**src/design/lprf_pkg.sv**
```systemverilog
// Package for the lidar ROI filter: widths, word types, limit tables and helpers.
`default_nettype none
package lprf_pkg;

   localparam int COORD_WIDTH  = 20;
   localparam int INTENSITY_W  = 16;
   localparam int SPEED_W      = 8;
   localparam int SPEED_LEVELS = 1 << SPEED_W;

   // past the radius test |a|, |z|, |rot_y| stay below 2^19
   localparam int MAG_W    = 19;
   localparam int SQ_W     = 2 * MAG_W;
   localparam int B_W      = 14;
   localparam int BSQ_W    = 2 * B_W;
   localparam int RX_W     = 14;
   localparam int RXSQ_W   = 2 * RX_W;
   localparam int RHO2_W   = SQ_W + 1;
   localparam int DIST2_W  = SQ_W + 2;
   localparam int RAD2_W   = 38;
   localparam int TAN2_W   = 24;
   localparam int TAN2_FRAC = 24;
   localparam int PROD_W   = 64;

   localparam int SPLIT_A  = 19;
   localparam int P40_LO_W = TAN2_W + SPLIT_A;
   localparam int P40_HI_W = TAN2_W + SQ_W - SPLIT_A;
   localparam int SPLIT_R  = 20;
   localparam int PE_LO_W  = TAN2_W + SPLIT_R;
   localparam int PE_HI_W  = TAN2_W + RHO2_W - SPLIT_R;

   localparam int EXT_W = (COORD_WIDTH + 2 > MAG_W + 1) ? COORD_WIDTH + 2 : MAG_W + 1;

   localparam logic signed [COORD_WIDTH-1:0] COORD_MAX = {1'b0, {(COORD_WIDTH-1){1'b1}}};
   localparam logic signed [COORD_WIDTH-1:0] COORD_MIN = {1'b1, {(COORD_WIDTH-1){1'b0}}};
   localparam logic signed [COORD_WIDTH-1:0] CX_MM     = COORD_WIDTH'(2500);
   localparam logic signed [COORD_WIDTH-1:0] XMIN_MM   = COORD_WIDTH'(-13000);
   localparam logic signed [EXT_W-1:0]       A_OFS_MM  = EXT_W'(5000);
   localparam logic [EXT_W-1:0]              MAG_MAX   = EXT_W'((1 << MAG_W) - 1);

   localparam int ELEV_KNEE_SPEED = 60;
   localparam int ELEV_LIM_LOW    = 225;
   localparam int ELEV_LIM_BASE   = 95;
   localparam int FOUR_DEG_TENTHS = 40;
   localparam logic [63:0] PI_Q30 = 64'd3373259426;

   typedef struct packed {
      logic signed [COORD_WIDTH-1:0] point_x;
      logic signed [COORD_WIDTH-1:0] point_y;
      logic signed [COORD_WIDTH-1:0] point_z;
      logic [INTENSITY_W-1:0]        point_intensity;
      logic                          frame_end;
   } req_word_type;

   typedef struct packed {
      logic                          keep;
      logic signed [COORD_WIDTH-1:0] rot_x;
      logic signed [COORD_WIDTH-1:0] rot_y;
      logic signed [COORD_WIDTH-1:0] out_z;
      logic [INTENSITY_W-1:0]        out_intensity;
      logic                          out_frame_end;
   } rsp_word_type;

   typedef struct packed {
      logic [RAD2_W-1:0] rad2;
      logic [TAN2_W-1:0] elev_tan2;
      logic              elev_neg;
   } cfg_type;

   typedef struct packed {
      rsp_word_type     word;
      logic             a_pos;
      logic             a_neg;
      logic             z_pos;
      logic             z_neg;
      logic [MAG_W-1:0] mag_a;
      logic [MAG_W-1:0] mag_z;
      logic [MAG_W-1:0] mag_ry;
      logic [B_W-1:0]   mag_b;
      logic [RX_W-1:0]  mag_rx;
   } geom_type;

   typedef struct packed {
      rsp_word_type      word;
      logic              a_pos;
      logic              a_neg;
      logic              z_pos;
      logic              z_neg;
      logic [SQ_W-1:0]   a2;
      logic [SQ_W-1:0]   z2;
      logic [SQ_W-1:0]   ry2;
      logic [BSQ_W-1:0]  b2;
      logic [RXSQ_W-1:0] rx2;
   } square_type;

   typedef struct packed {
      rsp_word_type        word;
      logic                a_pos;
      logic                z_pos;
      logic                z_neg;
      logic [BSQ_W-1:0]    b2;
      logic [SQ_W-1:0]     z2;
      logic [RHO2_W-1:0]   rho2;
      logic [P40_LO_W-1:0] p40_lo;
      logic [P40_HI_W-1:0] p40_hi;
   } combine_type;

   typedef struct packed {
      rsp_word_type       word;
      logic               z_pos;
      logic               z_neg;
      logic [SQ_W-1:0]    z2;
      logic [PE_LO_W-1:0] pe_lo;
      logic [PE_HI_W-1:0] pe_hi;
   } elev_type;

   typedef logic [SPEED_LEVELS-1:0][RAD2_W-1:0] rad2_rom_type;
   typedef logic [SPEED_LEVELS-1:0][TAN2_W-1:0] tan2_rom_type;
   typedef logic [SPEED_LEVELS-1:0]             neg_rom_type;

   // restoring long division, table construction only
   function automatic logic [63:0] udiv_u64(input logic [63:0] num, input logic [63:0] den);
      logic [63:0] quo, rem;
      quo = '0;
      rem = '0;
      for (int i = 63; i >= 0; i--) begin
         rem = {rem[62:0], num[i]};
         if (rem >= den) begin
            rem    = rem - den;
            quo[i] = 1'b1;
         end
      end
      return quo;
   endfunction

   // tan^2 of t tenths of a degree, Q24, truncated Taylor series in Q30
   function automatic logic [63:0] tan2_q24(input int t);
      logic [63:0] th, th2, s, st, c, ct;
      th  = (64'(t) * PI_Q30) / 64'd1800;
      th2 = (th * th) >> 30;
      s   = th;
      st  = th;
      c   = 64'd1 << 30;
      ct  = c;
      st  = ((st * th2) >> 30) / 64'd6;
      ct  = ((ct * th2) >> 30) / 64'd2;
      s   = s - st;
      c   = c - ct;
      st  = ((st * th2) >> 30) / 64'd20;
      ct  = ((ct * th2) >> 30) / 64'd12;
      s   = s + st;
      c   = c + ct;
      st  = ((st * th2) >> 30) / 64'd42;
      ct  = ((ct * th2) >> 30) / 64'd30;
      s   = s - st;
      c   = c - ct;
      st  = ((st * th2) >> 30) / 64'd72;
      ct  = ((ct * th2) >> 30) / 64'd56;
      s   = s + st;
      c   = c + ct;
      return udiv_u64(s * s, (c * c) >> 24);
   endfunction

   // elevation limit in tenths of a degree
   function automatic int elev_limit(input int speed);
      return (speed < ELEV_KNEE_SPEED) ? ELEV_LIM_LOW
                                       : ELEV_LIM_BASE - 2 * (speed - ELEV_KNEE_SPEED);
   endfunction

   function automatic rad2_rom_type build_rad2_rom();
      rad2_rom_type rom;
      logic [63:0]  rm;
      for (int s = 0; s < SPEED_LEVELS; s++) begin
         rm     = 64'(((9 * s + 2) / 5) * 1000);
         rom[s] = RAD2_W'(rm * rm);
      end
      return rom;
   endfunction

   function automatic tan2_rom_type build_tan2_rom();
      tan2_rom_type rom;
      int           lim;
      for (int s = 0; s < SPEED_LEVELS; s++) begin
         lim    = elev_limit(s);
         rom[s] = TAN2_W'(tan2_q24((lim < 0) ? -lim : lim));
      end
      return rom;
   endfunction

   function automatic neg_rom_type build_neg_rom();
      neg_rom_type rom;
      for (int s = 0; s < SPEED_LEVELS; s++) begin
         rom[s] = (elev_limit(s) < 0);
      end
      return rom;
   endfunction

   localparam rad2_rom_type      RAD2_ROM      = build_rad2_rom();
   localparam tan2_rom_type      ELEV_TAN2_ROM = build_tan2_rom();
   localparam neg_rom_type       ELEV_NEG_ROM  = build_neg_rom();
   localparam logic [TAN2_W-1:0] TAN2_FOUR_DEG = TAN2_W'(tan2_q24(FOUR_DEG_TENTHS));
   localparam cfg_type CFG_RESET = '{rad2:      RAD2_ROM[0],
                                     elev_tan2: ELEV_TAN2_ROM[0],
                                     elev_neg:  ELEV_NEG_ROM[0]};

   // magnitude clamped to MAG_W bits; a clamped value always fails the radius
   function automatic logic [MAG_W-1:0] sat_mag(input logic [EXT_W-1:0] v);
      return (v > MAG_MAX) ? {MAG_W{1'b1}} : v[MAG_W-1:0];
   endfunction

endpackage
`default_nettype wire

```
**src/design/lprf_square.sv**
```systemverilog
// Stage 2: squares of the offsets and coordinates.
`default_nettype none
module lprf_square import lprf_pkg::*; (
   input  wire logic     clock,
   input  wire logic     reset,
   input  wire logic     advance,
   input  wire logic     in_valid,
   input  wire geom_type in_geom,
   output logic         out_valid,
   output square_type   out_square
);

   logic       valid_ff;
   square_type square_ff, square_in;

   always_comb begin
      square_in.word  = in_geom.word;
      square_in.a_pos = in_geom.a_pos;
      square_in.a_neg = in_geom.a_neg;
      square_in.z_pos = in_geom.z_pos;
      square_in.z_neg = in_geom.z_neg;
      square_in.a2    = SQ_W'(in_geom.mag_a)  * SQ_W'(in_geom.mag_a);
      square_in.z2    = SQ_W'(in_geom.mag_z)  * SQ_W'(in_geom.mag_z);
      square_in.ry2   = SQ_W'(in_geom.mag_ry) * SQ_W'(in_geom.mag_ry);
      square_in.b2    = BSQ_W'(in_geom.mag_b) * BSQ_W'(in_geom.mag_b);
      square_in.rx2   = RXSQ_W'(in_geom.mag_rx) * RXSQ_W'(in_geom.mag_rx);
   end

   always_ff @(posedge clock) begin
      if (reset) begin
         valid_ff <= 1'b0;
      end else if (advance) begin
         valid_ff <= in_valid;
      end
   end

   always_ff @(posedge clock) begin
      if (advance) begin
         square_ff <= square_in;
      end
   end

   assign out_valid  = valid_ff;
   assign out_square = square_ff;

endmodule
`default_nettype wire

```
**config.mk**
```make
export PLATFORM = sky130hd
export DESIGN_NAME = lprf_square
export DESIGN_NICKNAME = d
export VERILOG_FILES = /design/src/design/lprf_pkg.sv /design/src/design/lprf_square.sv
export SDC_FILE = /design/constraint.sdc
export NUM_CORES = 2
export LEC_CHECK = 0
export ABC_AREA = 1
export BUFFER_PORTS_ARGS = -buffer_cell sky130_fd_sc_hd__buf_2
export CAP_MARGIN = 15
export CORE_ASPECT_RATIO = 1.75
export CORE_MARGIN = 2
export CORE_UTILIZATION = 54
export CTS_BUF_LIST = sky130_fd_sc_hd__clkbuf_4 sky130_fd_sc_hd__clkbuf_8
export DETAILED_ROUTE_END_ITERATION = 10
export PLACE_DENSITY = 0.73
export SLEW_MARGIN = 5
export SYNTH_ARGS = -nofsm -noshare
export SYNTH_HDL_FRONTEND = slang
export SYNTH_SLANG_ARGS = --single-unit
export TNS_END_PERCENT = 20
```
**constraint.sdc**
```tcl
create_clock -name clock -period 8.9 [get_ports clock]
set_input_delay 0 -clock clock [delete_from_list [all_inputs] [get_ports clock]]
set_output_delay 0 -clock clock [all_outputs]
set_load 0.02 [all_outputs]
```
# After elaboration in Yosys (flattened, before gate mapping)
# Cells that the tools add are included.
# Widths: inputs -> output; s select.
dict set report word_totals {
  reg_bits 253
  output_inout_bits 253
  word_cells 21
}
dict set report op_classes {
  multipliers 5
}
# op count
set op_table {}
lappend op_table {{$mul 19x19->38} 3}
lappend op_table {{$mul 14x14->28} 2}

# Logic depth before layout (Yosys ltp)
dict set report depth {
  ltp_word 1
  mapped_depth 27
  depth_no_buf 25
}

# Least setup slack after synthesis
# OpenSTA, ideal clock, no wires.
dict set report synth_path {
  path_type {input -> register}
  from {input port in_geom[50] (netlist name)}
  to {register square_ff (netlist bit out_square[128]) (data pin)}
  setup_ps 252
  t_arrival_ps 4968
  slack_ps 3680
  path_stages 24
  path_cell_list {clkbuf_1 buf_1 nand2_1 fa_1 inv_1 fa_1 inv_1 fa_1 inv_1 fa_1 fa_1 inv_1 fa_1 inv_1 ha_1 nand2_1 nor2_1 inv_1 nor3_1 nand2_1 nand2_2 nand2_1 nand3_1 nand2_1}
}
# element line
set synth_lines {}
lappend synth_lines {{from (decl)} lprf_square.sv:8} ;# input wire geom_type in_geom,
lappend synth_lines {{to (signal assigned)} lprf_square.sv:39} ;# square_ff <= square_in;
lappend synth_lines {{to (decl)} lprf_square.sv:14} ;# square_type square_ff, square_in;

==> results.json <==
{
  "outcome": "complete, no violations",
  "unrepaired_setup_endpoints_after_global_routing": "false",
  "drt_pass1_iterations": 6,
  "synth-seq-cells": 248,
  "io_buffers": 418,
  "timing.hold.worst.class": "in -> reg",
  "period_share_pct": 64.3,
  "final_hold_vios": 0,
  "synth.yosys.warnings": 0,
  "postSynth.topFlopCell": "edfxtp_1",
  "final_layout_size_suffix_gt1_share_pct": 8.37,
  "worstHoldPathCells": 2,
  "cp.required_ns": 9.29,
  "timing.critical_path.slowest_stage_cell": "fa_1",
  "rows": 151,
  "route.antenna.remaining_nets": 0,
  "worst-setup-path-type": "in -> reg",
  "r2r_end": "out_valid",
  "critical_path.top_delay_family": "adder cells",
  "fp.dieH_um": 415,
  "final_cells": 7906,
  "ff_latch_area_sq_um": 7440,
  "highest_count_cells_in_the_layout_ignoring_fill_and_taps": "inv_1 (1986), nand2_1 (1366), fa_1 (978), ha_1 (542), buf_2 (417)",
  "number_of_antenna_violations_at_the_first_check_in_global_routing": 15,
  "fillCellCount": 8524,
  "synth_sequential_area_ratio_pct": 14.2,
  "placed_cells_incl_taps": 7726,
  "start_util_pct": 54.2,
  "crit_top_cell": "fa_1",
  "worst_slew_pin_slew_ns": 0.993,
  "post_synthesis_instance_area_sq_um": 52200,
  "cts_tree": "yes",
  "most_common_cell_after_layout_fill_and_taps_aside": "inv_1",
  "final_net_count": 8336,
  "final-setup-viol-count": 0,
  "cp-start-kind": "input port",
  "vias": 40955,
  "synth_area_per_cell_sq_um": 8.39,
  "die_width_um": 239,
  "hold_end": "out_square[188]",
  "critical-path-max-stage-delay_ns": 0.56,
  "tns_ns": 0,
  "cts_inserted_buffers": 42,
  "synth_cells": 6231,
  "dr.first_iter.drc_count": 1817,
  "drv.max_cap_violation_count": 0,
  "drc_errors": 0,
  "critical_path.max_fanout": 19,
  "cp-end-kind": "flop",
  "cts-resized-gates": 0,
  "worstSkewPairLatency_ns": 0.65,
  "vias_in_the_first_global_route": 45871,
  "maxClockFrequency_mhz": 175,
  "synth_edf_count": 247,
  "post_drt_wl_per_cell_um": 18.0,
  "viasPerCell": 5.18,
  "areaGrowthSynthToFinish_pct": 9.42,
  "grt_pass1_wl_um": 228000,
  "num_io_pins": 424,
  "dieArea_sq_um": 99400,
  "worst_hold_startpoint": "in_geom[103]",
  "worstPathCellList": "dlygate4sd3_1, buf_2, nand2_1, inv_1, fa_1, fa_1, inv_1, fa_1, inv_1, fa_1, fa_1, inv_1, fa_1, inv_1, ha_1, a21oi_1, o21ai_0, a21oi_1, nand2_2, nand2_1, nand2_1, nand2_1, nand2_1",
  "final_max_slew_viol_count": 0,
  "synth_async_sr_flop_share_pct": 0,
  "clock_tree.root_cell": "clkbuf_8",
  "grt.total_usage_pct": 29.8,
  "clk_pin_slew_worst_paths_ns": 0.07,
  "r2r_start": "out_valid",
  "core_area_sq_um": 96400,
  "timing.clock.skew_ns": 0,
  "gp_routability_congestion": 0.966,
  "h_tree_depth": 2,
  "multi_input_area_sq_um": 36800,
  "timing.critical_path.buf_inv": 7,
  "post-cts-setup-buffer-count": 0,
  "critical_path_arrival_ns": 6.11,
  "synthDistinctLibCells": 43,
  "rrSetupSlack_ns": 7.75,
  "clock_tree.buffer_depth": 3,
  "grt_max_degree": 119,
  "maxSlewHeadroom_pct": 33.8,
  "dp_hpwl_um": 116000,
  "overflow": 0,
  "period_minus_slack_ns": 5.72,
  "worstRegToRegCells": 3,
  "clock_sinks": 248,
  "routed_wirelength_um": 142000
}
-- metal layers --
metal | part of all wire (%) | up-vias | wire length [um] | global-route usage, %
li1 | - | 18842 | - | -
met1 | 31 | 19931 | 44100 | 27.9
met2 | 54 | 1511 | 77300 | 57.5
met3 | 6.4 | 649 | 9040 | 5.12
met4 | 8.1 | 22 | 11600 | 20.6
met5 | 0.094 | - | 134 | 0
-- cells by family after synthesis --
| logic type | after synthesis | share of synthesized area [%] |
|---|---|---|
| other | 1 | 0.00718 |
| XOR/XNOR | 131 | 2.20 |
| AO/OA/AOI/OAI | 316 | 3.30 |
| AND/OR/NAND/NOR | 1870 | 14.3 |
| multiplexers | 1 | 0.0192 |
| flip-flops | 248 | 14.2 |
| adder cells (fa/ha/maj) | 1520 | 50.5 |
| buffers and inverters | 2144 | 15.4 |
-- synth_stat cells (5+ instances only) --
cell	instances	share of area [%]
a21o_1	12	0.17
a21oi_1	173	1.7
buf_1	38	0.27
buf_4	5	0.072
clkbuf_1	106	0.76
edfxtp_1	247	14
fa_1	978	37
ha_1	542	13
inv_1	1986	14
nand2_1	1366	9.8
nand2_2	28	0.34
nand3_1	109	1.0
nand3_2	6	0.11
nand4_1	36	0.43
nor2_1	260	1.9
nor2_2	8	0.096
nor3_1	33	0.32
o21a_1	6	0.086
o21ai_0	83	0.80
o21ai_1	11	0.11
o21bai_1	18	0.26
or2_2	10	0.12
xnor2_1	33	0.55
xor2_1	98	1.6
-- worst max path at each step --
stage	startpoint	slack [ns]	depth (start not counted)	to
3_3_place_gp	in_geom[69]	3.17	22	out_square[168]
3_5_place_dp	in_geom[69]	3.17	23	out_square[165]
6_report	in_geom[67]	3.18	23	out_square[160]
5_1_grt	in_geom[67]	2.95	23	out_square[169]
4_1_cts	in_geom[67]	3.39	23	out_square[169]
2_1_floorplan	in_geom[50]	3.68	24	out_square[128]
-- repair_timing --
action | 4_1_cts | 5_1_grt
hold buffers | 99 | 0
endpoints found under the setup margin | 0 | 0
endpoints found under the hold margin | 191 | 0
-- sequential cells by signal, summed over array words and instances (netlist names) --
signal,flops
out_valid,1
out_square,247
-- layout make-up --
class | count | area share (%)
timing repair buffer | 519 | 5.44
clock buffer | 54 | 1.18
tap | 1224 | 2.68
clock inverter | 23 | 0.313
antenna | 4 | 0.0175
multi-input combinational | 3843 | 64.3
inverter | 1991 | 13.1
sequential | 248 | 13.0
-- metrics by stage --
stage	util [%]	area, sq um	worst slack (ns)	hold WS [ns]
after floorplan	-	52300	3.68	0.0724
after global placement	57.4	55300	3.17	0.157
after detailed placement	57.4	55300	3.17	0.162
after CTS	59.3	57200	3.39	0.000144
after global routing	59.3	57200	2.95	0.0378
final	59.3	57200	3.18	0.0608
Power is left out: the tool's default activity adds up to more than one toggle a clock period on the data nets, which glitch-free logic cannot reach.
