[src/design/lprf_pkg.sv]
// Package for the lidar ROI filter: widths, word types, limit tables and helpers.
`default_nettype none
package lprf_pkg;

   localparam int COORD_WIDTH  = 20;
   localparam int INTENSITY_W  = 16;
   localparam int SPEED_W      = 8;
   localparam int SPEED_LEVELS = 1 << SPEED_W;

   // past the radius test |a|, |z|, |rot_y| stay below 2^19
   localparam int MAG_W    = 19;
   localparam int SQ_W     = 2 * MAG_W;
   localparam int B_W      = 14;
   localparam int BSQ_W    = 2 * B_W;
   localparam int RX_W     = 14;
   localparam int RXSQ_W   = 2 * RX_W;
   localparam int RHO2_W   = SQ_W + 1;
   localparam int DIST2_W  = SQ_W + 2;
   localparam int RAD2_W   = 38;
   localparam int TAN2_W   = 24;
   localparam int TAN2_FRAC = 24;
   localparam int PROD_W   = 64;

   localparam int SPLIT_A  = 19;
   localparam int P40_LO_W = TAN2_W + SPLIT_A;
   localparam int P40_HI_W = TAN2_W + SQ_W - SPLIT_A;
   localparam int SPLIT_R  = 20;
   localparam int PE_LO_W  = TAN2_W + SPLIT_R;
   localparam int PE_HI_W  = TAN2_W + RHO2_W - SPLIT_R;

   localparam int EXT_W = (COORD_WIDTH + 2 > MAG_W + 1) ? COORD_WIDTH + 2 : MAG_W + 1;

   localparam logic signed [COORD_WIDTH-1:0] COORD_MAX = {1'b0, {(COORD_WIDTH-1){1'b1}}};
   localparam logic signed [COORD_WIDTH-1:0] COORD_MIN = {1'b1, {(COORD_WIDTH-1){1'b0}}};
   localparam logic signed [COORD_WIDTH-1:0] CX_MM     = COORD_WIDTH'(2500);
   localparam logic signed [COORD_WIDTH-1:0] XMIN_MM   = COORD_WIDTH'(-13000);
   localparam logic signed [EXT_W-1:0]       A_OFS_MM  = EXT_W'(5000);
   localparam logic [EXT_W-1:0]              MAG_MAX   = EXT_W'((1 << MAG_W) - 1);

   localparam int ELEV_KNEE_SPEED = 60;
   localparam int ELEV_LIM_LOW    = 225;
   localparam int ELEV_LIM_BASE   = 95;
   localparam int FOUR_DEG_TENTHS = 40;
   localparam logic [63:0] PI_Q30 = 64'd3373259426;

   typedef struct packed {
      logic signed [COORD_WIDTH-1:0] point_x;
      logic signed [COORD_WIDTH-1:0] point_y;
      logic signed [COORD_WIDTH-1:0] point_z;
      logic [INTENSITY_W-1:0]        point_intensity;
      logic                          frame_end;
   } req_word_type;

   typedef struct packed {
      logic                          keep;
      logic signed [COORD_WIDTH-1:0] rot_x;
      logic signed [COORD_WIDTH-1:0] rot_y;
      logic signed [COORD_WIDTH-1:0] out_z;
      logic [INTENSITY_W-1:0]        out_intensity;
      logic                          out_frame_end;
   } rsp_word_type;

   typedef struct packed {
      logic [RAD2_W-1:0] rad2;
      logic [TAN2_W-1:0] elev_tan2;
      logic              elev_neg;
   } cfg_type;

   typedef struct packed {
      rsp_word_type     word;
      logic             a_pos;
      logic             a_neg;
      logic             z_pos;
      logic             z_neg;
      logic [MAG_W-1:0] mag_a;
      logic [MAG_W-1:0] mag_z;
      logic [MAG_W-1:0] mag_ry;
      logic [B_W-1:0]   mag_b;
      logic [RX_W-1:0]  mag_rx;
   } geom_type;

   typedef struct packed {
      rsp_word_type      word;
      logic              a_pos;
      logic              a_neg;
      logic              z_pos;
      logic              z_neg;
      logic [SQ_W-1:0]   a2;
      logic [SQ_W-1:0]   z2;
      logic [SQ_W-1:0]   ry2;
      logic [BSQ_W-1:0]  b2;
      logic [RXSQ_W-1:0] rx2;
   } square_type;

   typedef struct packed {
      rsp_word_type        word;
      logic                a_pos;
      logic                z_pos;
      logic                z_neg;
      logic [BSQ_W-1:0]    b2;
      logic [SQ_W-1:0]     z2;
      logic [RHO2_W-1:0]   rho2;
      logic [P40_LO_W-1:0] p40_lo;
      logic [P40_HI_W-1:0] p40_hi;
   } combine_type;

   typedef struct packed {
      rsp_word_type       word;
      logic               z_pos;
      logic               z_neg;
      logic [SQ_W-1:0]    z2;
      logic [PE_LO_W-1:0] pe_lo;
      logic [PE_HI_W-1:0] pe_hi;
   } elev_type;

   typedef logic [SPEED_LEVELS-1:0][RAD2_W-1:0] rad2_rom_type;
   typedef logic [SPEED_LEVELS-1:0][TAN2_W-1:0] tan2_rom_type;
   typedef logic [SPEED_LEVELS-1:0]             neg_rom_type;

   // restoring long division, table construction only
   function automatic logic [63:0] udiv_u64(input logic [63:0] num, input logic [63:0] den);
      logic [63:0] quo, rem;
      quo = '0;
      rem = '0;
      for (int i = 63; i >= 0; i--) begin
         rem = {rem[62:0], num[i]};
         if (rem >= den) begin
            rem    = rem - den;
            quo[i] = 1'b1;
         end
      end
      return quo;
   endfunction

   // tan^2 of t tenths of a degree, Q24, truncated Taylor series in Q30
   function automatic logic [63:0] tan2_q24(input int t);
      logic [63:0] th, th2, s, st, c, ct;
      th  = (64'(t) * PI_Q30) / 64'd1800;
      th2 = (th * th) >> 30;
      s   = th;
      st  = th;
      c   = 64'd1 << 30;
      ct  = c;
      st  = ((st * th2) >> 30) / 64'd6;
      ct  = ((ct * th2) >> 30) / 64'd2;
      s   = s - st;
      c   = c - ct;
      st  = ((st * th2) >> 30) / 64'd20;
      ct  = ((ct * th2) >> 30) / 64'd12;
      s   = s + st;
      c   = c + ct;
      st  = ((st * th2) >> 30) / 64'd42;
      ct  = ((ct * th2) >> 30) / 64'd30;
      s   = s - st;
      c   = c - ct;
      st  = ((st * th2) >> 30) / 64'd72;
      ct  = ((ct * th2) >> 30) / 64'd56;
      s   = s + st;
      c   = c + ct;
      return udiv_u64(s * s, (c * c) >> 24);
   endfunction

   // elevation limit in tenths of a degree
   function automatic int elev_limit(input int speed);
      return (speed < ELEV_KNEE_SPEED) ? ELEV_LIM_LOW
                                       : ELEV_LIM_BASE - 2 * (speed - ELEV_KNEE_SPEED);
   endfunction

   function automatic rad2_rom_type build_rad2_rom();
      rad2_rom_type rom;
      logic [63:0]  rm;
      for (int s = 0; s < SPEED_LEVELS; s++) begin
         rm     = 64'(((9 * s + 2) / 5) * 1000);
         rom[s] = RAD2_W'(rm * rm);
      end
      return rom;
   endfunction

   function automatic tan2_rom_type build_tan2_rom();
      tan2_rom_type rom;
      int           lim;
      for (int s = 0; s < SPEED_LEVELS; s++) begin
         lim    = elev_limit(s);
         rom[s] = TAN2_W'(tan2_q24((lim < 0) ? -lim : lim));
      end
      return rom;
   endfunction

   function automatic neg_rom_type build_neg_rom();
      neg_rom_type rom;
      for (int s = 0; s < SPEED_LEVELS; s++) begin
         rom[s] = (elev_limit(s) < 0);
      end
      return rom;
   endfunction

   localparam rad2_rom_type      RAD2_ROM      = build_rad2_rom();
   localparam tan2_rom_type      ELEV_TAN2_ROM = build_tan2_rom();
   localparam neg_rom_type       ELEV_NEG_ROM  = build_neg_rom();
   localparam logic [TAN2_W-1:0] TAN2_FOUR_DEG = TAN2_W'(tan2_q24(FOUR_DEG_TENTHS));
   localparam cfg_type CFG_RESET = '{rad2:      RAD2_ROM[0],
                                     elev_tan2: ELEV_TAN2_ROM[0],
                                     elev_neg:  ELEV_NEG_ROM[0]};

   // magnitude clamped to MAG_W bits; a clamped value always fails the radius
   function automatic logic [MAG_W-1:0] sat_mag(input logic [EXT_W-1:0] v);
      return (v > MAG_MAX) ? {MAG_W{1'b1}} : v[MAG_W-1:0];
   endfunction

endpackage
`default_nettype wire

[src/design/lprf_geom.sv]
// Stage 1: rotation, x range test, offsets and clamped magnitudes.
`default_nettype none
module lprf_geom import lprf_pkg::*; (
   input  wire logic         clock,
   input  wire logic         reset,
   input  wire logic         advance,
   input  wire logic         in_valid,
   input  wire req_word_type in_word,
   output logic             out_valid,
   output geom_type         out_geom
);

   logic                          valid_ff;
   geom_type                      geom_ff, geom_in;
   logic signed [COORD_WIDTH-1:0] rx, ry;
   logic signed [EXT_W-1:0]       a_ext, z_ext, ry_ext;
   logic [EXT_W-1:0]              abs_a, abs_z, abs_ry;

   always_comb begin
      rx     = in_word.point_y;
      ry     = (in_word.point_x == COORD_MIN) ? COORD_MAX : -in_word.point_x;
      ry_ext = EXT_W'(ry);
      z_ext  = EXT_W'(in_word.point_z);
      a_ext  = ry_ext + A_OFS_MM;
      abs_a  = a_ext[EXT_W-1]  ? -a_ext  : a_ext;
      abs_z  = z_ext[EXT_W-1]  ? -z_ext  : z_ext;
      abs_ry = ry_ext[EXT_W-1] ? -ry_ext : ry_ext;

      geom_in.word.keep          = (rx >= XMIN_MM) && (rx <= CX_MM) && (rx != '0);
      geom_in.word.rot_x         = rx;
      geom_in.word.rot_y         = ry;
      geom_in.word.out_z         = in_word.point_z;
      geom_in.word.out_intensity = in_word.point_intensity;
      geom_in.word.out_frame_end = in_word.frame_end;
      geom_in.a_pos  = !a_ext[EXT_W-1] && (a_ext != '0);
      geom_in.a_neg  = a_ext[EXT_W-1];
      geom_in.z_pos  = !z_ext[EXT_W-1] && (z_ext != '0);
      geom_in.z_neg  = z_ext[EXT_W-1];
      geom_in.mag_a  = sat_mag(abs_a);
      geom_in.mag_z  = sat_mag(abs_z);
      geom_in.mag_ry = sat_mag(abs_ry);
      // only meaningful while rot_x is in range
      geom_in.mag_b  = B_W'(CX_MM - rx);
      geom_in.mag_rx = rx[COORD_WIDTH-1] ? RX_W'(-rx) : RX_W'(rx);
   end

   always_ff @(posedge clock) begin
      if (reset) begin
         valid_ff <= 1'b0;
      end else if (advance) begin
         valid_ff <= in_valid;
      end
   end

   always_ff @(posedge clock) begin
      if (advance) begin
         geom_ff <= geom_in;
      end
   end

   assign out_valid = valid_ff;
   assign out_geom  = geom_ff;

endmodule
`default_nettype wire

[config.mk]
export PLATFORM = sky130hd
export DESIGN_NAME = lprf_geom
export DESIGN_NICKNAME = d
export VERILOG_FILES = /design/src/design/lprf_pkg.sv /design/src/design/lprf_geom.sv
export SDC_FILE = /design/constraint.sdc
export NUM_CORES = 1
export LEC_CHECK = 0
export ABC_AREA = 1
export BUFFER_PORTS_ARGS = -buffer_cell sky130_fd_sc_hd__buf_2
export CAP_MARGIN = 0
export CORE_MARGIN = 4
export CORE_UTILIZATION = 30
export DETAILED_ROUTE_END_ITERATION = 6
export PLACE_DENSITY = 0.5
export SLEW_MARGIN = 20
export SYNTH_ARGS = -nofsm -noshare
export SYNTH_HDL_FRONTEND = slang
export SYNTH_SLANG_ARGS = --single-unit
[constraint.sdc]
create_clock -name clock -period 9.5 [get_ports clock]
set_input_delay 1.9 -clock clock [delete_from_list [all_inputs] [get_ports clock]]
set_output_delay 1.9 -clock clock [all_outputs]
set_load 0.03 [all_outputs]
# After elaboration in Yosys (flattened, before gate mapping)
# Cells that the tools add are included.
# word_totals
ff_bits	168
latchBits	0
mem_bits_rw	0
mem_bits_ro	0
inputBits	81
mem_count	0
# op_classes
addsub	7
n_mul	0
n_div	0
n_lt_le_gt_ge	5
n_eq_ne	1
shift	0
muxes	5
bitwise_logic	0
reduce_logical	9
# op_table
cell	n
22-bit by 19-bit > comparator with 1-bit output (second input constant)	3
22-bit 2-to-1 mux	3
20-bit negation with 22-bit output	2
22-bit nonzero test	2
21-bit negation with 22-bit output	1
20-bit by 14-bit adder with 21-bit output (second input constant)	1
20-bit equality test (second input constant)	1
20-bit by 15-bit >= comparator with 1-bit output (second input constant)	1
20-bit by 13-bit less-or-equal comparator with 1-bit output (second input constant)	1
20-bit 2-to-1 mux	1
20-bit negation	1
20-bit nonzero test	1
14-bit 2-to-1 mux	1
14-bit negation	1
13-bit by 14-bit subtractor with 14-bit output (first input constant)	1
1-bit logical AND	4
1-bit zero test	2

# Longest topological paths before layout
# logic_depth
ltp_word	6
depth_mapped	22
mapped_depth_nobuf	21

# Worst setup path after synthesis
# OpenSTA, ideal clock, no wires.
# synth_timing
path_kind	input-to-reg
startpoint	in in_word[57] (netlist bit)
endpoint	reg geom_ff, in the netlist out_geom[82] (data pin)
arrival_time_ns	4.215
setup_slack_ns	5.025
stages	18
path_buffers	0
path_cell_list	inv_1 > ha_1 > nand2_4 > nor2_8 > nand3_4 > nand2_1 > inv_1 > ha_1 > inv_1 > nand3_1 > nor2_1 > nand3_1 > nor2_1 > nand3_1 > nor2_1 > nand2_1 > nand3b_1 > nand3_1
# synth_lines
item	line	text
from (decl)	lprf_geom.sv:8	input wire req_word_type in_word,
to (signal assigned)	lprf_geom.sv:57	geom_ff <= geom_in;
to (decl)	lprf_geom.sv:14	geom_type geom_ff, geom_in;

==> flow_metrics.py <==
metrics = {
    "global_route": {
        "grt_pass1_vias": 6423,
        "grt_pass1_wl_um": 35800,
        "grt_max_degree": 104,
        "gr-usage-all-layers": 0.149,
        "antenna_found_initial": 0,
        "grt_overflow_total": 0,
    },
    "worst_setup_path": {
        "cpMaxStageDelayCell": "nand2_1",
        "crit_path_frequent_cell": "nand3_1",
        "crit_fanout": 21,
        "slowest_delay_ns": 0.41,
        "crit_path_end_kind": "flop",
        "startpoint_type": "primary input",
        "cp_data_arrival_time_ns": 5.08,
        "crit_chain": "buf_2 > inv_1 > ha_1 > nand2_4 > nor2_8 > nand3_4 > nand2_1 > inv_1 > ha_1 > inv_1 > nand3_1 > nor2_1 > nand3_1 > nor2_1 > nand3_1 > nor2_1 > nand2_1 > nand3b_1 > nand3_1",
        "critPathRequiredTime_ns": 9.66,
        "criticalPathCategory": "primary input to flop",
    },
    "power_and_ir_drop": {
        "sw_frac_of_total": 0.323,
        "p_sw_uw": 636,
        "pwr-share-seq": 0.456,
        "vdd_drop_max_v": 0.000123,
        "p_int_mw": 1.33,
        "power_per_cell_area_nw_per_um2": 187,
        "pwr-share-clk": 0.350,
        "p_leak_nw": 4.67,
        "p_comb_frac": 0.194,
        "total_power_mw": 1.97,
    },
    "synthesis": {
        "synthArstFlopShare": 0,
        "synth_nets": 903,
        "synth_top_area_frac": 0.590,
        "synthFlopType": "edfxtp_1",
        "ys_ff_latch": 165,
        "yosysWarnings": 0,
        "netlist_instances": 815,
        "netlist_area_um2": 8340,
        "synth_cell_types": 51,
        "yosysTopAreaCell": "edfxtp_1",
        "synth_edf_count": 164,
        "syn_avg_cell_area_um2": 10.2,
        "seq_area_frac_synth": 0.593,
        "synth.area.top_cells": "edfxtp_1 59%, nand2_1 7.6%, nand3_1 4.9%, inv_1 3.8%, nor2_1 3.2%",
    },
    "detailed_routing": {
        "drt-initial-drc-count": 368,
        "vias": 6512,
        "dr.pass1.iters": 5,
        "wl_met3_um": 1380,
        "wl_met1_um": 10600,
        "routed.top_layer": "met4",
        "routed_wl_um": 22900,
        "route.detailed.drc": 0,
        "antenna_left": 0,
        "met2WireLength_um": 10800,
        "post_drt_wl_per_cell_um": 15.8,
        "avgViaCountPerCell": 4.49,
    },
    "finish": {
        "final_util": 0.387,
        "final_cell_mix": "247 x buf_2, 169 x nand2_1, 164 x edfxtp_1, 85 x inv_1, 82 x nand3_1",
        "design_area_um2": 10500,
        "syn_to_final_growth_pct": 26.0,
        "fill_cells": 2745,
        "final_common_cell": "buf_2",
        "drive_above_1_share": 0.318,
        "diodes": 0,
        "num-nets-final": 1154,
    },
    "run": {
        "maxCapViolCount": 0,
    },
    "clock_tree": {
        "insertion_delay_ns": 0.42,
        "cts_num_sinks": 165,
        "tritoncts": "built",
        "htreeDepth": 4,
        "post_cts_buffers": 0,
        "root_buffer": "clkbuf_16",
        "cts_resized": 0,
        "cts_made_buffers": 17,
        "clk_transition_reported_paths_ns": 0.08,
        "max-clock-path-buffers": 2,
        "hold_buffers": 0,
    },
    "timing": {
        "skew_ns": 0,
        "grt_setup_unrepaired": "false",
        "post-route-min-period_ns": 4.92,
        "post-route-period-util": 0.518,
        "drv_slew": 0,
        "fin_hold_ws_ns": 0.499,
        "maxSlewHeadroom": 0.365,
        "fmax_mhz": 203,
        "tightest_slew_ns": 0.952,
        "fin_tns_setup_ns": 0,
        "setup_viol": 0,
        "hold_viol": 0,
    },
    "floorplanning": {
        "boundaryPins": 249,
        "core_um2": 27200,
        "fp.dieH_um": 175,
        "die_w_um": 175,
        "rows": 60,
        "die-area_um2": 30500,
        "start_util": 0.307,
    },
    "placement": {
        "dp_hpwl_um": 17300,
        "gp_congestion": 0.795,
        "dpl_cell_area_um2": 9930,
        "portBuffers": 248,
    },
    "run_status": {
        "outcome": "finished, final reports clean",
    },
    "min_path": {
        "hp-class": "flop to flop",
    },
}
==> worst max-delay path, delay by kind of cell <==
family / cells / cell delay, ns
and+or+nand+nor: 13 / 2.11
adders and majority gates: 2 / 0.59
buffers and inverters: 4 / 0.48
==> kinds of logic after synthesis <==
kind of cell    count (synthesis)  synth area share
fa+ha+maj                       7            0.0105
mux                             1           0.00120
flops                         165             0.593
simple gates                  425             0.251
compound gates                 75            0.0505
xor+xnor                       35            0.0376
buf+inv                       107            0.0570
==> metal layers <==
metal | vias to the layer above | track usage
li1 | 3299 | -
met1 | 2988 | 0.198
met2 | 215 | 0.248
met3 | 10 | 0.0359
met4 | 0 | 0.0295
met5 | - | 0
==> stage by stage <==
step | setup slack (ns) | instances
after floorplan | 5.03 | 815
after global placement | 4.22 | 1419
after detailed placement | 4.12 | 1419
after CTS | 4.60 | 1451
after global routing | 4.22 | 1451
final | 4.58 | 1451
==> flip-flops by register name, summed over array words and instances, names as in the netlist <==
signal / cells
out_geom: 164
out_valid: 1
==> path summary, 6_finish.rpt <==
kind / startpoint / to / slack, ns / depth (start not counted)
min: out_valid / out_valid / 0.50 / 2
max reg2reg: out_valid / out_valid / 8.92 / 2
max: in_word[57] / out_geom[82] / 4.58 / 19
min reg2reg: out_valid / out_valid / 0.50 / 2
==> Yosys cell counts (9+ instances only) <==
cell      number
nand2_2       12
o21ai_0       38
nand3_1       82
nor2_1        71
nor2_2         9
xor2_1        28
nand4_1       11
or2_2         11
nand2_1      169
nor3_1        15
inv_1         85
edfxtp_1     164
a21oi_1       14
nand3_2       13
==> power groups by stage <==
stage	clock network (mW)	registers, mW	logic, mW
4_1_cts	0.710	0.898	0.389
2_1_floorplan	0	1.05	0.110
5_1_grt	0.747	0.904	0.415
3_3_place_gp	0	0.915	0.387
3_5_place_dp	0	0.914	0.388
6_report	0.687	0.897	0.382
==> area by class of cell <==
cell class,instances,area [µm²],share of cell area
clock buffer,17,425,0.0405
clock inverter,15,158,0.0150
inverter,90,340,0.0324
multi-input combinational,543,2920,0.278
sequential,165,4940,0.470
tap,372,465,0.0443
timing repair buffer,249,1250,0.119
(Power assumes the default switching activity.)
