File: config.mk
export PLATFORM = sky130hd
export DESIGN_NAME = lprf_decide
export DESIGN_NICKNAME = d
export VERILOG_FILES = /design/src/design/lprf_pkg.sv /design/src/design/lprf_decide.sv
export SDC_FILE = /design/constraint.sdc
export NUM_CORES = 2
export LEC_CHECK = 0
export ABC_AREA = 1
export BUFFER_PORTS_ARGS = -buffer_cell sky130_fd_sc_hd__buf_4
export CAP_MARGIN = 20
export CORE_MARGIN = 3
export CORE_UTILIZATION = 40
export CTS_CLUSTER_SIZE = 28
export DETAILED_ROUTE_END_ITERATION = 10
export SYNTH_ARGS = -nofsm -noshare
export SYNTH_HDL_FRONTEND = slang
export SYNTH_SLANG_ARGS = --single-unit
File: constraint.sdc
create_clock -name clock -period 15.7 [get_ports clock]
set_input_delay 1.57 -clock clock [delete_from_list [all_inputs] [get_ports clock]]
set_output_delay 1.57 -clock clock [all_outputs]
set_load 0.05 [all_outputs]
File: src/design/lprf_pkg.sv
// Package for the lidar ROI filter: widths, word types, limit tables and helpers.
`default_nettype none
package lprf_pkg;

   localparam int COORD_WIDTH  = 20;
   localparam int INTENSITY_W  = 16;
   localparam int SPEED_W      = 8;
   localparam int SPEED_LEVELS = 1 << SPEED_W;

   // past the radius test |a|, |z|, |rot_y| stay below 2^19
   localparam int MAG_W    = 19;
   localparam int SQ_W     = 2 * MAG_W;
   localparam int B_W      = 14;
   localparam int BSQ_W    = 2 * B_W;
   localparam int RX_W     = 14;
   localparam int RXSQ_W   = 2 * RX_W;
   localparam int RHO2_W   = SQ_W + 1;
   localparam int DIST2_W  = SQ_W + 2;
   localparam int RAD2_W   = 38;
   localparam int TAN2_W   = 24;
   localparam int TAN2_FRAC = 24;
   localparam int PROD_W   = 64;

   localparam int SPLIT_A  = 19;
   localparam int P40_LO_W = TAN2_W + SPLIT_A;
   localparam int P40_HI_W = TAN2_W + SQ_W - SPLIT_A;
   localparam int SPLIT_R  = 20;
   localparam int PE_LO_W  = TAN2_W + SPLIT_R;
   localparam int PE_HI_W  = TAN2_W + RHO2_W - SPLIT_R;

   localparam int EXT_W = (COORD_WIDTH + 2 > MAG_W + 1) ? COORD_WIDTH + 2 : MAG_W + 1;

   localparam logic signed [COORD_WIDTH-1:0] COORD_MAX = {1'b0, {(COORD_WIDTH-1){1'b1}}};
   localparam logic signed [COORD_WIDTH-1:0] COORD_MIN = {1'b1, {(COORD_WIDTH-1){1'b0}}};
   localparam logic signed [COORD_WIDTH-1:0] CX_MM     = COORD_WIDTH'(2500);
   localparam logic signed [COORD_WIDTH-1:0] XMIN_MM   = COORD_WIDTH'(-13000);
   localparam logic signed [EXT_W-1:0]       A_OFS_MM  = EXT_W'(5000);
   localparam logic [EXT_W-1:0]              MAG_MAX   = EXT_W'((1 << MAG_W) - 1);

   localparam int ELEV_KNEE_SPEED = 60;
   localparam int ELEV_LIM_LOW    = 225;
   localparam int ELEV_LIM_BASE   = 95;
   localparam int FOUR_DEG_TENTHS = 40;
   localparam logic [63:0] PI_Q30 = 64'd3373259426;

   typedef struct packed {
      logic signed [COORD_WIDTH-1:0] point_x;
      logic signed [COORD_WIDTH-1:0] point_y;
      logic signed [COORD_WIDTH-1:0] point_z;
      logic [INTENSITY_W-1:0]        point_intensity;
      logic                          frame_end;
   } req_word_type;

   typedef struct packed {
      logic                          keep;
      logic signed [COORD_WIDTH-1:0] rot_x;
      logic signed [COORD_WIDTH-1:0] rot_y;
      logic signed [COORD_WIDTH-1:0] out_z;
      logic [INTENSITY_W-1:0]        out_intensity;
      logic                          out_frame_end;
   } rsp_word_type;

   typedef struct packed {
      logic [RAD2_W-1:0] rad2;
      logic [TAN2_W-1:0] elev_tan2;
      logic              elev_neg;
   } cfg_type;

   typedef struct packed {
      rsp_word_type     word;
      logic             a_pos;
      logic             a_neg;
      logic             z_pos;
      logic             z_neg;
      logic [MAG_W-1:0] mag_a;
      logic [MAG_W-1:0] mag_z;
      logic [MAG_W-1:0] mag_ry;
      logic [B_W-1:0]   mag_b;
      logic [RX_W-1:0]  mag_rx;
   } geom_type;

   typedef struct packed {
      rsp_word_type      word;
      logic              a_pos;
      logic              a_neg;
      logic              z_pos;
      logic              z_neg;
      logic [SQ_W-1:0]   a2;
      logic [SQ_W-1:0]   z2;
      logic [SQ_W-1:0]   ry2;
      logic [BSQ_W-1:0]  b2;
      logic [RXSQ_W-1:0] rx2;
   } square_type;

   typedef struct packed {
      rsp_word_type        word;
      logic                a_pos;
      logic                z_pos;
      logic                z_neg;
      logic [BSQ_W-1:0]    b2;
      logic [SQ_W-1:0]     z2;
      logic [RHO2_W-1:0]   rho2;
      logic [P40_LO_W-1:0] p40_lo;
      logic [P40_HI_W-1:0] p40_hi;
   } combine_type;

   typedef struct packed {
      rsp_word_type       word;
      logic               z_pos;
      logic               z_neg;
      logic [SQ_W-1:0]    z2;
      logic [PE_LO_W-1:0] pe_lo;
      logic [PE_HI_W-1:0] pe_hi;
   } elev_type;

   typedef logic [SPEED_LEVELS-1:0][RAD2_W-1:0] rad2_rom_type;
   typedef logic [SPEED_LEVELS-1:0][TAN2_W-1:0] tan2_rom_type;
   typedef logic [SPEED_LEVELS-1:0]             neg_rom_type;

   // restoring long division, table construction only
   function automatic logic [63:0] udiv_u64(input logic [63:0] num, input logic [63:0] den);
      logic [63:0] quo, rem;
      quo = '0;
      rem = '0;
      for (int i = 63; i >= 0; i--) begin
         rem = {rem[62:0], num[i]};
         if (rem >= den) begin
            rem    = rem - den;
            quo[i] = 1'b1;
         end
      end
      return quo;
   endfunction

   // tan^2 of t tenths of a degree, Q24, truncated Taylor series in Q30
   function automatic logic [63:0] tan2_q24(input int t);
      logic [63:0] th, th2, s, st, c, ct;
      th  = (64'(t) * PI_Q30) / 64'd1800;
      th2 = (th * th) >> 30;
      s   = th;
      st  = th;
      c   = 64'd1 << 30;
      ct  = c;
      st  = ((st * th2) >> 30) / 64'd6;
      ct  = ((ct * th2) >> 30) / 64'd2;
      s   = s - st;
      c   = c - ct;
      st  = ((st * th2) >> 30) / 64'd20;
      ct  = ((ct * th2) >> 30) / 64'd12;
      s   = s + st;
      c   = c + ct;
      st  = ((st * th2) >> 30) / 64'd42;
      ct  = ((ct * th2) >> 30) / 64'd30;
      s   = s - st;
      c   = c - ct;
      st  = ((st * th2) >> 30) / 64'd72;
      ct  = ((ct * th2) >> 30) / 64'd56;
      s   = s + st;
      c   = c + ct;
      return udiv_u64(s * s, (c * c) >> 24);
   endfunction

   // elevation limit in tenths of a degree
   function automatic int elev_limit(input int speed);
      return (speed < ELEV_KNEE_SPEED) ? ELEV_LIM_LOW
                                       : ELEV_LIM_BASE - 2 * (speed - ELEV_KNEE_SPEED);
   endfunction

   function automatic rad2_rom_type build_rad2_rom();
      rad2_rom_type rom;
      logic [63:0]  rm;
      for (int s = 0; s < SPEED_LEVELS; s++) begin
         rm     = 64'(((9 * s + 2) / 5) * 1000);
         rom[s] = RAD2_W'(rm * rm);
      end
      return rom;
   endfunction

   function automatic tan2_rom_type build_tan2_rom();
      tan2_rom_type rom;
      int           lim;
      for (int s = 0; s < SPEED_LEVELS; s++) begin
         lim    = elev_limit(s);
         rom[s] = TAN2_W'(tan2_q24((lim < 0) ? -lim : lim));
      end
      return rom;
   endfunction

   function automatic neg_rom_type build_neg_rom();
      neg_rom_type rom;
      for (int s = 0; s < SPEED_LEVELS; s++) begin
         rom[s] = (elev_limit(s) < 0);
      end
      return rom;
   endfunction

   localparam rad2_rom_type      RAD2_ROM      = build_rad2_rom();
   localparam tan2_rom_type      ELEV_TAN2_ROM = build_tan2_rom();
   localparam neg_rom_type       ELEV_NEG_ROM  = build_neg_rom();
   localparam logic [TAN2_W-1:0] TAN2_FOUR_DEG = TAN2_W'(tan2_q24(FOUR_DEG_TENTHS));
   localparam cfg_type CFG_RESET = '{rad2:      RAD2_ROM[0],
                                     elev_tan2: ELEV_TAN2_ROM[0],
                                     elev_neg:  ELEV_NEG_ROM[0]};

   // magnitude clamped to MAG_W bits; a clamped value always fails the radius
   function automatic logic [MAG_W-1:0] sat_mag(input logic [EXT_W-1:0] v);
      return (v > MAG_MAX) ? {MAG_W{1'b1}} : v[MAG_W-1:0];
   endfunction

endpackage
`default_nettype wire

File: src/design/lprf_decide.sv
// Stages 4 and 5: 4 degree test, elevation products and compare, output register.
`default_nettype none
module lprf_decide import lprf_pkg::*; (
   input  wire logic        clock,
   input  wire logic        reset,
   input  wire logic        advance,
   input  wire cfg_type     cfg,
   input  wire logic        in_valid,
   input  wire combine_type in_combine,
   output logic            out_valid,
   output rsp_word_type    out_word
);

   logic              elev_valid_ff, word_valid_ff;
   elev_type          elev_ff, elev_in;
   rsp_word_type      word_ff, word_in;
   logic [PROD_W-1:0] four_lhs, four_rhs, elev_lhs, elev_rhs;
   logic              four_fail, elev_ok;

   always_comb begin
      four_lhs  = PROD_W'(in_combine.b2) << TAN2_FRAC;
      four_rhs  = (PROD_W'(in_combine.p40_hi) << SPLIT_A) + PROD_W'(in_combine.p40_lo);
      four_fail = in_combine.a_pos && (four_lhs < four_rhs);

      elev_in.word      = in_combine.word;
      elev_in.word.keep = in_combine.word.keep && !four_fail;
      elev_in.z_pos     = in_combine.z_pos;
      elev_in.z_neg     = in_combine.z_neg;
      elev_in.z2        = in_combine.z2;
      elev_in.pe_lo     = PE_LO_W'(cfg.elev_tan2) * PE_LO_W'(in_combine.rho2[SPLIT_R-1:0]);
      elev_in.pe_hi     = PE_HI_W'(cfg.elev_tan2) *
                          PE_HI_W'(in_combine.rho2[RHO2_W-1:SPLIT_R]);
   end

   always_comb begin
      elev_lhs = PROD_W'(elev_ff.z2) << TAN2_FRAC;
      elev_rhs = (PROD_W'(elev_ff.pe_hi) << SPLIT_R) + PROD_W'(elev_ff.pe_lo);
      // negative limit: point must lie below the downward cone
      elev_ok  = cfg.elev_neg ? (elev_ff.z_neg && (elev_lhs >= elev_rhs))
                              : (!elev_ff.z_pos || (elev_lhs <= elev_rhs));
      word_in      = elev_ff.word;
      word_in.keep = elev_ff.word.keep && elev_ok;
   end

   always_ff @(posedge clock) begin
      if (reset) begin
         elev_valid_ff <= 1'b0;
         word_valid_ff <= 1'b0;
      end else if (advance) begin
         elev_valid_ff <= in_valid;
         word_valid_ff <= elev_valid_ff;
      end
   end

   always_ff @(posedge clock) begin
      if (advance) begin
         elev_ff <= elev_in;
         word_ff <= word_in;
      end
   end

   assign out_valid = word_valid_ff;
   assign out_word  = word_ff;

endmodule
`default_nettype wire

# Yosys cells after proc, flatten, opt, wreduce, memory -nomap -nowiden
# Cells that the tools add are included.
totals:
  input_bits: 339
  out_inout_bits: 79
  reg_bits: 285
op_classes:
  n_mux: 1
  n_mul: 2
  addsub: 2
  reduce_logical: 7
  magnitude_cmp: 3
op_table:
  columns: ["operator", "n"]
  rows:
  - ["$add 63x44->64", 1]
  - ["$ge 62x64->1", 1]
  - ["$le 62x64->1", 1]
  - ["$add 62x43->63", 1]
  - ["$lt 52x63->1", 1]
  - ["$mul 24x20->44", 1]
  - ["$mul 24x19->43", 1]
  - ["$logic_and 1x1->1", 4]
  - ["$logic_not 1->1", 2]
  - ["$logic_or 1x1->1", 1]
  - ["$mux 1", 1]

# Depth between registers and ports, before layout
depth:
  depth_word: 5
  ltp_mapped: 31
  ltp_nobuf: 30

# Worst setup path after synthesis
# Ideal clock, no wire load.
synth_path:
  kind: "input port to flip-flop"
  start: "input port cfg[8] (netlist name)"
  end: "register elev_ff[83] (netlist name), data pin"
  setup_slack_ps: 8119
  t_arrival_ps: 7318
  required_time_ps: 15438
  stages: 26
  path_cell_list: "clkbuf_1 -> clkbuf_1 -> nand2_1 -> fa_1 -> inv_1 -> fa_1 -> inv_1 -> fa_1 -> inv_1 -> fa_1 -> fa_1 -> fa_1 -> inv_1 -> fa_1 -> inv_1 -> ha_1 -> nand2_2 -> nor2_1 -> inv_2 -> nor4_2 -> nand3_1 -> nand3_1 -> nand2_1 -> nand2_1 -> a21oi_1 -> xor2_1"
synth_rtl:
  columns: ["item", "line_no", "source"]
  rows:
  - ["from (decl)", "lprf_decide.sv:7", "input wire cfg_type cfg,"]
  - ["to (signal assigned)", "lprf_decide.sv:57", "elev_ff <= elev_in;"]
  - ["to (decl)", "lprf_decide.sv:15", "elev_type elev_ff, elev_in;"]

==> results.py <==
metrics = {
    "run_status": {
        "status": "finished clean",
    },
    "clock_network": {
        "clk_pin_slew_worst_paths_ns": 0.06,
        "clock_sinks": 285,
        "cts_buffer_depth": 3,
        "cts_hold_buffers": 0,
        "h-tree-depth": 1,
        "cts_buffers": 29,
        "cts_root_buf": "clkbuf_16",
        "cts_resized": 0,
        "cts_setup_buffers": 0,
        "clk_latency_ns": 0.59,
        "cts_tree": "built",
    },
    "timing": {
        "setup_viol": 0,
        "slew_headroom": 0.3454,
        "skew_ns": 0.02258,
        "min_period_over_period": 0.4737,
        "drv_slew": 0,
        "tns_ns": 0,
        "hold_violations": 0,
        "grt_setup_unrepaired": "no",
        "post-route-min-period_ns": 7.437,
        "max_freq_mhz": 134.5,
        "finalWorstSetupSlack_ns": 8.263,
        "worstMarginPinSlew_ns": 0.9819,
    },
    "setup_path": {
        "path_class": "input pin to flop",
        "crit_path_start_kind": "input pin",
        "path_common_cell": "inv_1",
        "cpPeakStageDelay_ns": 0.53,
        "crit_buf_inv": 9,
        "crit_arrival_ns": 7.76,
        "worstPathMaxFanout": 39,
        "slowest_stage": "fa_1",
        "critical-path-top-delay-family": "adder cells",
        "worstPathRequired_ns": 16.02,
        "cp-end-kind": "flop",
    },
    "worst_hold_path": {
        "holdCritPathClass": "flop to flop",
    },
    "logic_synthesis": {
        "mappedNetlistArea_um2": 45780,
        "syn_nets": 6939,
        "synthCells": 5437,
        "yosysTopAreaCellShare": 0.3354,
        "synth_top_cell_by_area": "fa_1",
        "synth_seq_area_share": 0.1865,
        "synth_cell_types": 53,
        "synthArstFlopShare": 0,
        "synth_edf_count": 283,
        "synth-seq-cells": 285,
        "syn_area_per_cell_um2": 8.420,
        "ys.flop_type": "edfxtp_1",
        "ys_warn_count": 0,
        "yosys-top-cells-area": "fa_1, edfxtp_1, inv_1",
    },
    "run": {
        "maxCapViolations": 0,
    },
    "drt": {
        "vias": 35006,
        "wl_um": 122300,
        "wl_per_cell_um": 16.99,
        "firstDrtPassIters": 5,
        "post-route-drc-count": 0,
        "drt_first_iter_violations": 1955,
        "drtAntennaViolNets": 0,
        "viasPerCell": 4.861,
    },
    "placed_design": {
        "port_buffers": 379,
        "gp_congestion": 0.9105,
        "pre_cts_slack_ns": 7.643,
        "hpwl_um": 96920,
    },
    "cells_and_area": {
        "layout-drive-gt1-share": 0.08620,
        "fin_nets": 7177,
        "area_delta_synth_final_pct": 11.00,
    },
    "floorplan": {
        "die-area_um2": 118500,
        "rows": 123,
        "dieHeight_um": 344.3,
        "ios": 418,
        "fp.coreArea_um2": 113000,
        "die_width_um": 344.3,
        "initial_utilization": 0.4053,
    },
    "global_routing": {
        "grt_pass1_wl_um": 196700,
        "grt_pass1_vias": 36481,
        "grt_max_degree": 78,
        "grt_usage": 0.2090,
        "grt_overflow": 0,
        "antenna_found_initial": 8,
    },
}
-- kinds of logic (layout without fill, tap and decap cells) --
| kind of cell | after synthesis | after routing | synth area share |
|---|---|---|---|
| AND/OR/NAND/NOR | 1800 | 1800 | 0.1579 |
| XOR/XNOR | 146 | 146 | 0.02793 |
| adder cells (fa/ha/maj) | 1163 | 1163 | 0.4437 |
| flip-flops | 285 | 285 | 0.1865 |
| buffers and inverters | 1686 | 1945 | 0.1383 |
| other | 0 | 5 | 0 |
| AO/OA/AOI/OAI | 357 | 357 | 0.04575 |
-- per-layer routing --
metal | share of wire | vias up | global-route usage
li1 | - | 16499 | -
met1 | 0.44 | 17334 | 0.2921
met2 | 0.47 | 1006 | 0.3470
met3 | 0.066 | 161 | 0.02302
met4 | 0.026 | 6 | 0.05377
met5 | 0.00034 | - | 0
-- cell usage in the layout, fill, tap and decap left out, drive strengths merged, types with 2 or more instances in the layout --
cell type / n
a211oi: 2
a21boi: 12
a21o: 24
a21oi: 177
a31oi: 29
and2: 2
and3: 2
buf: 382
bufinv: 2
clkbuf: 33
clkinv: 7
clkinvlp: 3
dfxtp: 2
diode: 5
edfxtp: 283
fa: 767
ha: 396
inv: 1518
nand2: 1430
nand3: 76
nand3b: 10
nand4: 23
nor2: 203
nor3: 36
nor4: 15
o211ai: 7
o21a: 6
o21ai: 78
o21bai: 8
o221a: 2
o221ai: 3
o22ai: 2
o31ai: 3
xnor2: 66
xor2: 80
-- cells in the mapped netlist (8+ instances only) --
| cell | number |
|---|---|
| nor4_1 | 13 |
| xor2_1 | 80 |
| inv_1 | 1509 |
| a31oi_1 | 29 |
| o21bai_1 | 8 |
| nand2_1 | 1411 |
| nor2_2 | 8 |
| o21ai_0 | 63 |
| o21ai_1 | 10 |
| edfxtp_1 | 283 |
| nand4_1 | 23 |
| nor3_1 | 29 |
| nand2_2 | 19 |
| clkbuf_1 | 157 |
| nand3_1 | 70 |
| fa_1 | 767 |
| nor2_1 | 195 |
| ha_1 | 396 |
| xnor2_1 | 66 |
| a21oi_1 | 169 |
| nand3b_1 | 8 |
| a21o_1 | 24 |
| buf_1 | 17 |
-- per-stage QoR --
step	utilization	std cells	hold WS, ns	cell area [µm²]
3_5_place_dp	0.4415	7144	0.4045	49870
3_3_place_gp	0.4415	7144	0.4004	49870
5_1_grt	0.4498	7199	0.4177	50810
2_1_floorplan	-	5437	0.4003	45780
4_1_cts	0.4497	7196	0.4161	50800
6_report	0.4498	7201	0.4088	50820
-- state kept, by name (all words and copies together) (netlist names) --
name	cells
elev_ff	205
elev_valid_ff	1
out_valid	1
out_word	78
-- cell type report --
cell class / count / area [µm²]
Inverter: 1511 / 5672
Timing Repair Buffer: 382 / 2875
Sequential cell: 285 / 8538
Antenna cell: 5 / 12.51
Fill cell: 11119 / 62150
Clock inverter: 19 / 190.2
Tap cell: 1500 / 1877
Clock buffer: 33 / 740.7
Multi-Input combinational cell: 3466 / 30910
-- worst paths after layout --
check / start / end / slack, ns / cells after the start
min reg2reg: elev_ff[132] / out_word[5] / 0.41 / 0
max: cfg[10] / elev_ff[68] / 8.26 / 25
max reg2reg: elev_ff[0] / out_word[77] / 11.43 / 27
min: elev_ff[132] / out_word[5] / 0.41 / 0
Power is left out: the tool's default activity adds up to more than one toggle a clock period on the data nets, which glitch-free logic cannot reach.
